[src/sv/uart_tx_frame_serializer_assert.svh]
// Assertion macros for the serializer modules; utx_frame includes them.
// Each macro checks a property on the rising clock edge; UTX_ASSERT is turned off
// while the active-low reset is asserted, UTX_ASSERT_ALWAYS is not.
`ifndef UART_TX_FRAME_SERIALIZER_ASSERT_SVH
`define UART_TX_FRAME_SERIALIZER_ASSERT_SVH

`ifndef SYNTH
`define UTX_ASSERT(label, clk, rst_n, prop) \
    label: assert property (@(posedge clk) disable iff (!(rst_n)) (prop)) \
        else $error("uart_tx_frame_serializer assertion failed");
`define UTX_ASSERT_ALWAYS(label, clk, prop) \
    label: assert property (@(posedge clk) (prop)) \
        else $error("uart_tx_frame_serializer assertion failed");
`else
`define UTX_ASSERT(label, clk, rst_n, prop)
`define UTX_ASSERT_ALWAYS(label, clk, prop)
`endif

`endif

[src/sv/utx_pkg.sv]
`timescale 1ns / 1ps

package utx_pkg;

    localparam int BYTE_W  = 8;
    localparam int KIND_W  = 3;
    localparam int INDEX_W = 2;
    localparam int DATA_W  = 4;
    localparam int STEP_W  = 4;

    localparam logic [KIND_W-1:0] KIND_START  = 3'd0;
    localparam logic [KIND_W-1:0] KIND_DATA   = 3'd1;
    localparam logic [KIND_W-1:0] KIND_PARITY = 3'd2;
    localparam logic [KIND_W-1:0] KIND_STOP   = 3'd3;
    localparam logic [KIND_W-1:0] KIND_PAD    = 3'd4;

    localparam logic [INDEX_W-1:0] REG_DATA_LEN  = 2'd0;
    localparam logic [INDEX_W-1:0] REG_PARITY    = 2'd1;
    localparam logic [INDEX_W-1:0] REG_STOP_BITS = 2'd2;

    localparam logic [1:0] PAR_NONE = 2'd0;
    localparam logic [1:0] PAR_ODD  = 2'd1;
    localparam logic [1:0] PAR_EVEN = 2'd2;

    localparam logic [3:0] DATA_LEN_MIN    = 4'd5;
    localparam logic [3:0] DATA_LEN_MAX    = 4'd9;
    localparam logic [3:0] DATA_LEN_RESET  = 4'd8;
    localparam logic [1:0] STOP_BITS_RESET = 2'd1;

    typedef struct packed {
        logic [3:0] data_len;
        logic       parity_en;
        logic       parity_odd;
        logic       two_stop;
    } t_frame_cfg;

    typedef struct packed {
        logic              level;
        logic [KIND_W-1:0] kind;
        logic              last;
    } t_result;

endpackage

[src/sv/utx_channels.sv]
`timescale 1ns / 1ps

interface utx_byte_if;
    logic                       valid;
    logic                       ready;
    logic [utx_pkg::BYTE_W-1:0] tx_byte;

    modport source (output valid, output tx_byte, input ready);
    modport sink (input valid, input tx_byte, output ready);
endinterface

interface utx_bit_if;
    logic                       valid;
    logic                       ready;
    logic                       line_level;
    logic [utx_pkg::KIND_W-1:0] bit_kind;
    logic                       frame_end;

    modport source (output valid, output line_level, output bit_kind, output frame_end,
                    input ready);
    modport sink (input valid, input line_level, input bit_kind, input frame_end,
                  output ready);
endinterface

interface utx_cfg_if;
    logic                        valid;
    logic                        ready;
    logic [utx_pkg::INDEX_W-1:0] index;
    logic [utx_pkg::DATA_W-1:0]  data;

    modport source (output valid, output index, output data, input ready);
    modport sink (input valid, input index, input data, output ready);
endinterface

[src/sv/utx_cfg.sv]
`timescale 1ns / 1ps

module utx_cfg (
    input  logic                i_clk,
    input  logic                i_rst_n,
    utx_cfg_if.sink             i_cfg,
    output utx_pkg::t_frame_cfg o_cfg
);

    logic [3:0] r_data_len;
    logic [1:0] r_parity;
    logic [1:0] r_stop_bits;

    assign i_cfg.ready = 1'b1;

    always_ff @(posedge i_clk) begin
        if (!i_rst_n) begin
            r_data_len  <= utx_pkg::DATA_LEN_RESET;
            r_parity    <= utx_pkg::PAR_NONE;
            r_stop_bits <= utx_pkg::STOP_BITS_RESET;
        end else if (i_cfg.valid) begin
            unique case (i_cfg.index)
                utx_pkg::REG_DATA_LEN:  r_data_len  <= i_cfg.data;
                utx_pkg::REG_PARITY:    r_parity    <= i_cfg.data[1:0];
                utx_pkg::REG_STOP_BITS: r_stop_bits <= i_cfg.data[1:0];
                default: ;
            endcase
        end
    end

    always_comb begin
        if (r_data_len < utx_pkg::DATA_LEN_MIN) begin
            o_cfg.data_len = utx_pkg::DATA_LEN_MIN;
        end else if (r_data_len > utx_pkg::DATA_LEN_MAX) begin
            o_cfg.data_len = utx_pkg::DATA_LEN_MAX;
        end else begin
            o_cfg.data_len = r_data_len;
        end
        o_cfg.parity_en  = (r_parity == utx_pkg::PAR_ODD) || (r_parity == utx_pkg::PAR_EVEN);
        o_cfg.parity_odd = (r_parity == utx_pkg::PAR_ODD);
        o_cfg.two_stop   = r_stop_bits[1];
    end

endmodule

[src/sv/utx_frame.sv]
`timescale 1ns / 1ps

`include "uart_tx_frame_serializer_assert.svh"

module utx_frame (
    input  logic                i_clk,
    input  logic                i_rst_n,
    input  utx_pkg::t_frame_cfg i_cfg,
    utx_byte_if.sink            i_byte,
    input  logic                i_out_free,
    output logic                o_advance,
    output utx_pkg::t_result    o_result
);

    logic                       r_busy;
    logic [utx_pkg::STEP_W-1:0] r_step;
    logic [utx_pkg::BYTE_W-1:0] r_byte;
    logic                       r_parity;

    logic                       w_extra;
    logic [utx_pkg::STEP_W-1:0] w_extra_pos;
    logic [utx_pkg::STEP_W-1:0] w_len;
    logic [utx_pkg::STEP_W-1:0] w_last_pos;
    logic [utx_pkg::STEP_W-1:0] w_data_idx;
    logic                       w_accept;

    assign w_extra     = i_cfg.parity_en || (i_cfg.data_len == utx_pkg::DATA_LEN_MAX);
    assign w_extra_pos = i_cfg.data_len + 4'd1;
    assign w_len       = 4'd2 + i_cfg.data_len + {3'b000, w_extra} + {3'b000, i_cfg.two_stop};
    assign w_last_pos  = w_len - 4'd1;
    assign w_data_idx  = r_step - 4'd1;

    assign o_advance    = r_busy && i_out_free;
    assign i_byte.ready = !r_busy || (o_advance && o_result.last);
    assign w_accept     = i_byte.valid && i_byte.ready;

    always_comb begin
        o_result.last = (r_step == w_last_pos);
        if (r_step == '0) begin
            o_result.kind  = utx_pkg::KIND_START;
            o_result.level = 1'b0;
        end else if (r_step <= i_cfg.data_len) begin
            o_result.kind  = utx_pkg::KIND_DATA;
            o_result.level = w_data_idx[3] ? 1'b0 : r_byte[w_data_idx[2:0]];
        end else if (w_extra && (r_step == w_extra_pos)) begin
            if (i_cfg.parity_en) begin
                o_result.kind  = utx_pkg::KIND_PARITY;
                o_result.level = r_parity;
            end else begin
                o_result.kind  = utx_pkg::KIND_PAD;
                o_result.level = 1'b0;
            end
        end else begin
            o_result.kind  = utx_pkg::KIND_STOP;
            o_result.level = 1'b1;
        end
    end

    always_ff @(posedge i_clk) begin
        if (!i_rst_n) begin
            r_busy <= 1'b0;
            r_step <= '0;
        end else if (w_accept) begin
            r_busy <= 1'b1;
            r_step <= '0;
        end else if (o_advance) begin
            if (o_result.last) begin
                r_busy <= 1'b0;
                r_step <= '0;
            end else begin
                r_step <= r_step + 4'd1;
            end
        end
    end

    always_ff @(posedge i_clk) begin
        if (w_accept) begin
            r_byte   <= i_byte.tx_byte;
            r_parity <= (^i_byte.tx_byte) ^ i_cfg.parity_odd;
        end
    end

    `UTX_ASSERT(a_step_in_frame, i_clk, i_rst_n, r_busy |-> (r_step <= w_last_pos))
    `UTX_ASSERT(a_step_holds, i_clk, i_rst_n, (r_busy && !o_advance) |=> $stable(r_step))
    `UTX_ASSERT(a_frame_restarts, i_clk, i_rst_n, (o_advance && o_result.last) |=> (r_step == '0))
    `UTX_ASSERT_ALWAYS(a_idle_step_zero, i_clk, (!r_busy && i_rst_n) |-> (r_step == '0))

endmodule

[src/sv/utx_out.sv]
`timescale 1ns / 1ps

module utx_out (
    input  logic             i_clk,
    input  logic             i_rst_n,
    input  logic             i_load,
    input  utx_pkg::t_result i_result,
    output logic             o_free,
    utx_bit_if.source        o_bit
);

    logic             r_valid;
    utx_pkg::t_result r_result;

    assign o_free = !r_valid || o_bit.ready;

    always_ff @(posedge i_clk) begin
        if (!i_rst_n) begin
            r_valid <= 1'b0;
        end else if (o_free) begin
            r_valid <= i_load;
        end
    end

    always_ff @(posedge i_clk) begin
        if (o_free && i_load) begin
            r_result <= i_result;
        end
    end

    assign o_bit.valid      = r_valid;
    assign o_bit.line_level = r_result.level;
    assign o_bit.bit_kind   = r_result.kind;
    assign o_bit.frame_end  = r_result.last;

endmodule

[src/sv/uart_tx_frame_serializer.sv]
`timescale 1ns / 1ps

// UART transmit frame serializer.
// i_byte carries one byte per request; o_bit returns the frame for that byte as
// one request per bit period: start, data bits LSB first, optional parity or
// padding period, then one or two stop bits, with frame_end set on the last.
// i_cfg writes data_bit_count (index 0), parity_mode (1) and stop_bit_count (2);
// it is always ready and should be used only while no frame is in flight.
// A taken byte is registered, and each bit reaches o_bit via the output register.
// A frame holds 7 to 13 bits, counted by the frame step counter, and is issued
// one bit per cycle while o_bit is not stalled; the next byte is taken in the cycle
// its predecessor's last bit is issued, so frames follow each other without gaps.
// When o_bit is stalled, the output register holds its bit and the frame
// counter waits; i_byte is not ready until the current frame's last bit moves.
// Synchronous reset empties the output register, drops any frame in progress
// and restores 8 data bits, no parity and one stop bit.
module uart_tx_frame_serializer (
    input logic       i_clk,
    input logic       i_rst_n,
    utx_byte_if.sink  i_byte,
    utx_cfg_if.sink   i_cfg,
    utx_bit_if.source o_bit
);

    utx_pkg::t_frame_cfg w_cfg;
    utx_pkg::t_result    w_result;
    logic                w_advance;
    logic                w_out_free;

    utx_cfg u_cfg (
        .i_clk   (i_clk),
        .i_rst_n (i_rst_n),
        .i_cfg   (i_cfg),
        .o_cfg   (w_cfg)
    );

    utx_frame u_frame (
        .i_clk      (i_clk),
        .i_rst_n    (i_rst_n),
        .i_cfg      (w_cfg),
        .i_byte     (i_byte),
        .i_out_free (w_out_free),
        .o_advance  (w_advance),
        .o_result   (w_result)
    );

    utx_out u_out (
        .i_clk    (i_clk),
        .i_rst_n  (i_rst_n),
        .i_load   (w_advance),
        .i_result (w_result),
        .o_free   (w_out_free),
        .o_bit    (o_bit)
    );

endmodule

[src/flat_wrapper.sv]
// flat-port wrapper written by rule: the top's interface ports become plain ports
module uart_tx_frame_serializer_flat 
  (i_clk, i_rst_n, i_byte_valid, i_byte_tx_byte, i_byte_ready, i_cfg_valid, i_cfg_index, i_cfg_data, i_cfg_ready, o_bit_valid, o_bit_line_level, o_bit_bit_kind, o_bit_frame_end, o_bit_ready);
  utx_byte_if i_byte_i ();
  utx_cfg_if i_cfg_i ();
  utx_bit_if o_bit_i ();
  input logic i_clk;
  input logic i_rst_n;
  input wire logic [$bits(i_byte_i.valid)-1:0] i_byte_valid;
  input wire logic [$bits(i_byte_i.tx_byte)-1:0] i_byte_tx_byte;
  output wire logic [$bits(i_byte_i.ready)-1:0] i_byte_ready;
  input wire logic [$bits(i_cfg_i.valid)-1:0] i_cfg_valid;
  input wire logic [$bits(i_cfg_i.index)-1:0] i_cfg_index;
  input wire logic [$bits(i_cfg_i.data)-1:0] i_cfg_data;
  output wire logic [$bits(i_cfg_i.ready)-1:0] i_cfg_ready;
  output wire logic [$bits(o_bit_i.valid)-1:0] o_bit_valid;
  output wire logic [$bits(o_bit_i.line_level)-1:0] o_bit_line_level;
  output wire logic [$bits(o_bit_i.bit_kind)-1:0] o_bit_bit_kind;
  output wire logic [$bits(o_bit_i.frame_end)-1:0] o_bit_frame_end;
  input wire logic [$bits(o_bit_i.ready)-1:0] o_bit_ready;
  assign i_byte_i.valid = i_byte_valid;
  assign i_byte_i.tx_byte = i_byte_tx_byte;
  assign i_byte_ready = i_byte_i.ready;
  assign i_cfg_i.valid = i_cfg_valid;
  assign i_cfg_i.index = i_cfg_index;
  assign i_cfg_i.data = i_cfg_data;
  assign i_cfg_ready = i_cfg_i.ready;
  assign o_bit_valid = o_bit_i.valid;
  assign o_bit_line_level = o_bit_i.line_level;
  assign o_bit_bit_kind = o_bit_i.bit_kind;
  assign o_bit_frame_end = o_bit_i.frame_end;
  assign o_bit_i.ready = o_bit_ready;
  uart_tx_frame_serializer u_core (.i_clk(i_clk), .i_rst_n(i_rst_n), .i_byte(i_byte_i), .i_cfg(i_cfg_i), .o_bit(o_bit_i));
endmodule
[config.mk]
export PLATFORM = sky130hd
export DESIGN_NAME = uart_tx_frame_serializer_flat
export DESIGN_NICKNAME = d
export VERILOG_FILES = /design/src/sv/utx_pkg.sv /design/src/sv/utx_channels.sv /design/src/sv/utx_cfg.sv /design/src/sv/utx_frame.sv /design/src/sv/utx_out.sv /design/src/sv/uart_tx_frame_serializer.sv /design/src/flat_wrapper.sv
export VERILOG_INCLUDE_DIRS = /design/src /design/src/sv
export SDC_FILE = /design/constraint.sdc
export NUM_CORES = 1
export LEC_CHECK = 0
export ABC_AREA = 1
export BUFFER_PORTS_ARGS = -buffer_cell sky130_fd_sc_hd__buf_2
export CAP_MARGIN = 15
export CORE_ASPECT_RATIO = 1.75
export CORE_MARGIN = 2
export CORE_UTILIZATION = 59
export CTS_BUF_LIST = sky130_fd_sc_hd__clkbuf_4 sky130_fd_sc_hd__clkbuf_8
export CTS_CLUSTER_DIAMETER = 200
export DETAILED_ROUTE_END_ITERATION = 10
export GPL_ROUTABILITY_DRIVEN = 0
export GPL_TIMING_DRIVEN = 0
export PLACE_DENSITY = 0.87
export SETUP_SLACK_MARGIN = 0.15
export SYNTH_ARGS = -nofsm -noshare
export SYNTH_HDL_FRONTEND = slang
export SYNTH_HIERARCHICAL = 1
export SYNTH_SLANG_ARGS = --single-unit
[constraint.sdc]
create_clock -name i_clk -period 4.3 [get_ports i_clk]
set_clock_uncertainty 0.15 [all_clocks]
set_input_delay 0.43 -clock i_clk [delete_from_list [all_inputs] [get_ports i_clk]]
set_output_delay 0.43 -clock i_clk [all_outputs]
set_load 0.05 [all_outputs]
# After elaboration in Yosys (flattened, before gate mapping)

Index checks and enable logic that the tools add are counted.

Flip-flop bits (word level): 28
Latch bits: 0
Bits in writable memories: 0
ROM bits: 0
Bits of input ports: 19
Logic and storage cells: 69
Memories kept: 0

Add/sub/neg operators: 7
Multiply operators: 0
Divide/modulo/power cells: 0
Magnitude comparators: 4
Equality and inequality tests: 7
Shift operators: 0
Muxes and demuxes: 12
Bitwise gates (word level): 3
Reduce and logical (&&, ||, !) cells: 23

Operators with widths:

| kind                | number |
|---|---|
| $mux 4              | 6 |
| $add 4x1->4         | 2 |
| $add 4x1->4 const B | 2 |
| $eq 4x4->1          | 2 |
| $reduce_and 2->1    | 4 |
| $reduce_xor 8->1    | 1 |
| $sub 4x1->4 const B | 2 |
| $logic_and 1x1->1   | 5 |
| $mux 1              | 5 |
| $add 2x4->4 const A | 1 |
| $eq 2x1->1 const B  | 2 |
| $eq 2x2->1 const B  | 2 |
| $eq 4x4->1 const B  | 1 |
| $gt 4x4->1 const B  | 1 |
| $le 4x4->1          | 1 |
| $logic_not 4->1     | 1 |
| $logic_or 1x1->1    | 4 |
| $lt 3x4->1 const B  | 1 |
| $lt 4x3->1 const B  | 1 |
| $reduce_bool 2->1   | 2 |
| $reduce_or 2->1     | 2 |
| $bmux 1 s3          | 1 |
| $reduce_or 3->1     | 1 |
| $logic_not 1->1     | 2 |
| 3 further kinds     | 4 |

# Longest topological paths before layout

Gate-level depths: netlist of run 1.

Depth in word-level cells: 14
Mapped depth: 23
Depth with buffers taken out: 23

# By module

Netlist of run 1, hierarchy kept.

Modules (own cells, without submodules):

| module    | instances | cells an instance | area an instance (µm²) |
|---|---|---|---|
| utx_frame | 1         | 164               | 1209.9 |
| utx_cfg   | 1         | 60                | 387.9 |
| utx_out   | 1         | 12                | 201.4 |

# Worst setup path after synthesis of run 1

OpenSTA, ideal clock, no wires.

Path kind: reg-to-reg
Start point: reg u_core.u_cfg.r_data_len[1]
End point: reg u_core/u_frame/r_byte[0] in the netlist's numbering, enable pin
Setup time: 0.329 ns
Arrival time: 3.093 ns
Required time: 3.821 ns
Slack: 0.728 ns
Stages on the path, launching flop included: 20
Path buffers: 0
Period minus slack after synthesis: 3.572 ns
Path through: dfxtp_1 inv_1 nor3_1 inv_1 ha_1 nand3_1 nand2_1 inv_1 ha_1 inv_1 ha_1 inv_1 fa_1 xor2_1 nand2_1 nor2_2 nand3_2 nand2_2 nand2_2 inv_1

RTL lines:

| what                   | RTL line        | source |
|---|---|---|
| start, declared        | utx_cfg.sv:10   | `logic [3:0] r_data_len;` |
| start signal, assigned | utx_cfg.sv:18   | `r_data_len <= utx_pkg::DATA_LEN_RESET;` |
| start signal, assigned | utx_cfg.sv:23   | `utx_pkg::REG_DATA_LEN: r_data_len <= i_cfg.data;` |
| end signal, assigned   | utx_frame.sv:78 | `r_byte <= i_byte.tx_byte;` |
| end, declared          | utx_frame.sv:17 | `logic [utx_pkg::BYTE_W-1:0] r_byte;` |

==> results by group, run 1 <==
CTS
  • Clock Sinks: 27
  • Root Driver: clkbuf_8
  • Num CTS Buffers: 3
  • Worst-path clk slew: 90 ps
  • Clk Latency, worst-skew pair: about 270 ps
  • CTS tree: yes
  • Longest Clk Path Bufs: 2
  • H-Tree Depth: 1

Placed design
  • Place WS: 578 ps
  • Post-DP Area: roughly 2000 um2
  • PortBufs: 24
  • Hpwl dp: between 2 and 3 mm

Yosys
  • Post-synth EDFFs: 14
  • Async SR Flop Fraction: 0%
  • Flops & latches, synth: 27
  • Count of different cell masters after synthesis: 30
  • Register area share after synthesis: about 38%
  • Largest area contributor in the netlist: edfxtp_1
  • Net Count, Synth: ~270
  • Synth Warn #: 6
  • Yosys top cell area share: between 20% and 30%
  • Mapped cell area: about 1800 um2
  • Synthesized instance count: between 200 and 250
  • Main synth FF type: edfxtp_1
  • Top cells by area, synth: edfxtp_1 23%, dfxtp_1 14%, nand2_1 12%, ha_1 9.0%, inv_1 9.0%
  • Synth Area per Inst: about 7.6 um2

Pwr
  • Total Power: a little over 600 uW
  • Pleak: 1.03 nW
  • Pwr/cell area: 301 nW/um2
  • VDD IR max: 0.298 mV

Drt
  • Detailed-route wire length per cell: ~11 um
  • Remaining DRCs: 0
  • Final WL: around 3.2 mm
  • Via/cell ratio: 5.19
  • Routed via count: between 1500 and 2000
  • Starting DRT DRC Count: 15
  • ANT nets after route: 0
  • Drt first pass iters: 4

Hold path
  • Worst min path class: primary input to flip-flop
  • Worst hold start: i_byte_tx_byte[3]

Cells and area
  • Finished layout cell area: between 2000 and 2500 um2
  • Commonest cells after routing, fill and taps aside: 56 x nand2_1, 43 x inv_1, 25 x buf_2
  • Synth-to-Final Area Change: 11.6%
  • Antenna Cells: 0
  • Commonest non-fill, non-tap cell in the layout: nand2_1
  • Layout cells sized above 1: between 10% and 20%
  • # nets final: approximately 300

Flow run
  • Max-cap check violation count: 0

Worst setup path
  • Slowest cell on the critical path: fa_1
  • Crit path top cell by count: inv_1
  • Critical Path RT: about 3700 ps
  • Worst Setup End Kind: output port
  • Critical path launch point: u_core/u_cfg/r_data_len[1]
  • CP cell instances: inv_1, nor3_2, inv_1, ha_1, nand3_1, nand2_1, inv_1, ha_1, inv_1, ha_1, inv_1, fa_1, xor2_1, nand2_1, nor2_2, nand3_2, nand2_2, buf_2
  • CP max stage delay: 490 ps
  • Crit Reg-Reg Startpoint: u_core/u_cfg/r_data_len[1]
  • WS Path Type: flip-flop to output port
  • Critical Path AT: 3330 ps
  • CP startpoint kind: flip-flop
  • Crit path max fanout: 4

STA
  • Tmin final: 3910 ps
  • Setup TNS: 0 ps
  • FMAX: 256 MHz
  • Final Hold Viols: 0
  • RSZ-0062 raised after global routing: no
  • Setup ws final: 387 ps
  • Hold WS: a little under 200 ps
  • Pins Over Slew Limit: 0
  • Final setup violation count: 0
  • Final period utilization: slightly above 90%

Die
  • Initial Util: 61.5%
  • Overall die width: 45.7 um
  • Site Rows: 26
  • Core Area: about 2900 um2
  • Die Footprint: around 3500 um2
  • Io pins: 27
  • Chip height: 77.1 um

GRT
  • Number of global-route vias before repair: ~1500
  • GRT Residual Overflow: 0
  • Initial antenna violation count: 0
  • First-pass GRT wire length: 5.69 mm
  • Largest net degree at the start of global routing: 17
  • Total global-route track usage: between 20% and 30%

Outcome
  • Outcome: finished clean
[worst max-delay path: cells and delay by family, from the launching register on]
kind | cells | cell delay [ps]
xor gates and xnor gates | 1 | 150
adders and majority gates | 4 | 1070
buffers and inverters | 6 | 670
DFF | 1 | 370
and+or+nand+nor | 7 | 810
[through the flow]
step	cells	util, %
4_1_cts	292	68.4
3_5_place_dp	288	66.8
3_3_place_gp	288	66.8
5_1_grt	292	68.6
2_1_floorplan	236	-
6_report	292	68.6
[Yosys cell counts, types with 3 or more instances]
| cell | number |
|---|---|
| nand2_1 | 56 |
| xor2_1 | 7 |
| nor2_1 | 21 |
| xnor2_1 | 9 |
| a21oi_1 | 7 |
| o21ai_0 | 4 |
| nand2_2 | 3 |
| nand4_1 | 3 |
| nand3_1 | 22 |
| edfxtp_1 | 14 |
| inv_1 | 43 |
| ha_1 | 13 |
| dfxtp_1 | 13 |
[report_power, final]
group / switching (mW) / internal, mW / total [mW]
combinational: 0.102 / 0.0607 / 0.163
sequential: 0.00650 / 0.288 / 0.294
clock: 0.0810 / 0.0659 / 0.147
[final cells by class]
| type | count | area (um2) |
|---|---|---|
| timing repair buffer | 24 | 120 |
| buffer | 6 | 46.3 |
| inverter | 46 | 173 |
| fill | 256 | 920 |
| multi-input combinational | 157 | 905 |
| clock buffer | 3 | 41.3 |
| clock inverter | 1 | 7.51 |
| sequential | 27 | 681 |
| tap | 28 | 35.0 |
[what timing repair did]
item,CTS,global route
resized for setup,0,1
hold buffers,0,0
buffers inserted,0,0
endpoints found under the setup margin,0,1
[routing by layer]
layer	up-vias	wire (um)	global-route usage, %
met3	12	84	2.82
li1	788	-	-
met2	34	1770	38.3
met5	-	0	0
met1	681	1180	21.9
met4	0	155	12.6
[worst paths after layout]
check,endpoint,slack (ps),cells after the start
min reg2reg,u_core/u_cfg/r_data_len[0],350,2
max reg2reg,u_core/u_frame/r_parity,740,19
max,i_byte_ready,390,18
min,u_core/u_frame/r_byte[3],190,1
[cells by family (layout without fill, tap and decap cells)]
logic type               count (synthesis)  count (layout)  synth area share (%)
flip-flops                              27              27                  37.8
buffers and inverters                   52              80                  12.2
other                                    1               1                 0.208
adder cells (fa/ha/maj)                 14              14                  10.2
XOR/XNOR                                16              16                  7.79
AO/OA/AOI/OAI                           15              15                  4.80
AND/OR/NAND/NOR                        111             111                  27.1
[sequential cells by signal, summed over array words and instances (netlist names)]
signal,count
u_core/u_out/o_bit.line_level,1
u_core/u_cfg/r_parity,2
u_core/u_frame/r_step,4
u_core/u_frame/r_byte,8
u_core/u_out/o_bit.valid,1
u_core/u_out/o_bit.bit_kind,3
u_core/u_frame/r_parity,1
u_core/u_frame/r_busy,1
u_core/u_out/o_bit.frame_end,1
u_core/u_cfg/r_stop_bits,1
u_core/u_cfg/r_data_len,4
No activity file was read; power rests on OpenSTA's default activity.
==> run 2: changes to the inputs <==
Clock period 4.3 ns to 3.67 ns, I/O delays scaled along.
==> results by group, run 2 (synthesis results as in run 1) <==
Cells and area
  • Antenna Cells: 0 (unchanged)
  • Fin util: 76.3% (was 68.6%)
  • Commonest non-fill, non-tap cell in the layout: nand2_1 (unchanged)
  • Largest registers: u_core/u_frame/r_byte: 8 flops, u_core/u_cfg/r_data_len: 4 flops, u_core/u_frame/r_step: 4 flops (unchanged)
  • Commonest cells after routing, fill and taps aside: 53 x nand2_1, 36 x inv_1, 24 x buf_2 (was 56 x nand2_1, 43 x inv_1, 25 x buf_2)
  • Layout cells sized above 1: 28.2% (was 16.7%)
  • # nets final: 314 (was 298)
  • Finished layout cell area: 2230 um2 (was 2010 um2)
  • Top reg by flops: u_core/u_frame/r_byte (unchanged)
  • Filler cell count: 205 (was 256)
  • Largest register FFs: 8 (unchanged)
  • Synth-to-Final Area Change: 24.1% (was 11.6%)

Die
  • Site Rows: 26 (unchanged)
  • Die Footprint: 3520 um2 (unchanged)
  • Chip height: 77.1 um (unchanged)
  • Core Area: 2930 um2 (unchanged)
  • Io pins: 27 (unchanged)
  • Overall die width: 45.7 um (unchanged)
  • Initial Util: 61.5% (unchanged)

Worst setup path
  • Crit Reg-Reg Startpoint: u_core/u_cfg/r_data_len[2] (was u_core/u_cfg/r_data_len[1])
  • Worst Setup End Kind: output port (unchanged)
  • Crit path max fanout: 4 (unchanged)
  • Worst reg2reg endpoint: u_core/u_frame/r_byte[6] (was u_core/u_frame/r_parity)
  • Critical path launch point: u_core/u_cfg/r_data_len[2] (was u_core/u_cfg/r_data_len[1])
  • Crit path to: i_byte_ready (unchanged)
  • Critical Path AT: 3050 ps (was 3330 ps)
  • Critical Path RT: 3150 ps (was 3720 ps)
  • CP startpoint kind: flip-flop (unchanged)
  • R2R cell count: 19 (unchanged)
  • R2R setup slack: 260 ps (was 740 ps)
  • WS Path Type: flip-flop to output port (unchanged)

CTS
  • CTS tree: yes (unchanged)
  • H-Tree Depth: 1 (unchanged)
  • Root Driver: clkbuf_8 (unchanged)
  • Clk Latency, worst-skew pair: 280 ps (was 270 ps)
  • Clock Sinks: 27 (unchanged)
  • Longest Clk Path Bufs: 2 (unchanged)
  • Worst-path clk slew: 90 ps (about the same)
  • Num CTS Buffers: 3 (unchanged)

Placed design
  • Post-DP Area: 1960 um2 (was 1950 um2)
  • PortBufs: 24 (unchanged)
  • Hpwl dp: 2.56 mm (was 2.59 mm)
  • Place WS: -42.4 ps (was 578 ps)

STA
  • Final Hold Viols: 0 (unchanged)
  • Pins Over Slew Limit: 0 (unchanged)
  • Worst-margin pin slew: about 500 ps
  • Tmin final: 3560 ps
  • FMAX: between 200 and 300 MHz
  • RSZ-0062 raised after global routing: yes (was no)
  • Relative slew margins: roughly two thirds
  • Final period utilization: about 97%
  • Final setup violation count: 0 (unchanged)
  • Setup ws final: 108 ps (was 387 ps)
  • Setup TNS: 0 ps (unchanged)

Drt
  • Remaining DRCs: 0 (unchanged)
  • Final WL: 4.08 mm (was 3.19 mm)
  • Routed via count: 1679 (was 1515)
  • Drt first pass iters: 4 (unchanged)
  • ANT nets after route: 0 (unchanged)
  • Via/cell ratio: 5.45 (was 5.19)
  • Starting DRT DRC Count: 25 (was 15)
  • Detailed-route wire length per cell: 13.2 um (was 10.9 um)

GRT
  • Initial antenna violation count: 0 (unchanged)
  • Total global-route track usage: 25.8% (was 21.5%)
  • GRT Residual Overflow: 0 (unchanged)
  • Largest net degree at the start of global routing: 17 (unchanged)
  • Number of global-route vias before repair: 1659 (was 1480)
  • First-pass GRT wire length: 6.75 mm (was 5.69 mm)

Pwr
  • Pleak: 1.13 nW (was 1.03 nW)
  • Total Power: 762 uW (was 604 uW)
  • VDD IR max: 0.286 mV (was 0.298 mV)
  • Pwr/cell area: 341 nW/um2 (was 301 nW/um2)

Hold path
  • Worst min path class: primary input to flip-flop (unchanged)

Flow run
  • Max-cap check violation count: 0 (unchanged)

Outcome
  • Outcome: finished clean (unchanged)
## run 2: layer usage
metal / wire (um) / track usage (%) / vias up
li1: - / - / 820
met1: 1500 / 25.6 / 778
met2: 2160 / 44.5 / 55
met3: 131 / 4.24 / 26
met4: 283 / 18.3 / 0
met5: 0 / 0 / -
## run 2: final cells by class
class                      count  area [um2]  share of cell area, %
multi-input combinational    157         972                   43.5
sequential                    27         687                   30.8
tap                           28        35.0                   1.57
inverter                      46         179                   8.01
clock inverter                 1        7.51                  0.336
clock buffer                   3        41.3                   1.85
buffer                         6        46.3                   2.07
timing repair buffer          40         265                   11.9
## run 2: worst min path at each step
stage | startpoint | end | slack (ps) | cells after the start
after detailed placement | u_core/u_out/o_bit.valid | u_core/u_out/o_bit.valid | 350 | 2
after floorplan | i_rst_n | u_core/u_cfg/r_data_len[3] | 300 | 1
after global placement | u_core/u_cfg/r_data_len[0] | u_core/u_cfg/r_data_len[0] | 320 | 2
after CTS | i_byte_tx_byte[6] | u_core/u_frame/r_byte[6] | 130 | 1
after global routing | i_byte_tx_byte[3] | u_core/u_frame/r_byte[3] | 120 | 1
final | i_byte_tx_byte[3] | u_core/u_frame/r_byte[3] | 130 | 1
## run 2: power by group
part	leakage (nW)	switching, mW	total [mW]	internal, mW
clock	0.0217	0.0952	0.172	0.0772
sequential	0.243	0.00933	0.346	0.337
combinational	0.864	0.141	0.244	0.102
## run 2: what timing repair did
action,4_1_cts,5_1_grt
hold buffers,0,0
pin swaps,10,10
endpoints found under the setup margin,10,10
cloned,0,0
gates resized for setup,24,9
setup buffers,13,3
## run 2: worst max-delay path, cell delays in order, from the launching register on
cell and delay (ps):
dfxtp_2 370, inv_2 50, nor3_4 200, inv_2 90, buf_6 120, buf_4 120, buf_4 120, buf_4 120
buf_6 100, buf_6 100, buf_6 110, fa_2 530, xor2_1 160, nand2_1 90, nor2_2 150, nand3_2 110
nand2_4 90, buf_8 140
## run 2: metrics by stage
stage | cells | hold slack, ps
2_1_floorplan | 236 | 302
6_report | 308 | 134
3_3_place_gp | 288 | 315
5_1_grt | 308 | 124
3_5_place_dp | 288 | 349
4_1_cts | 305 | 130
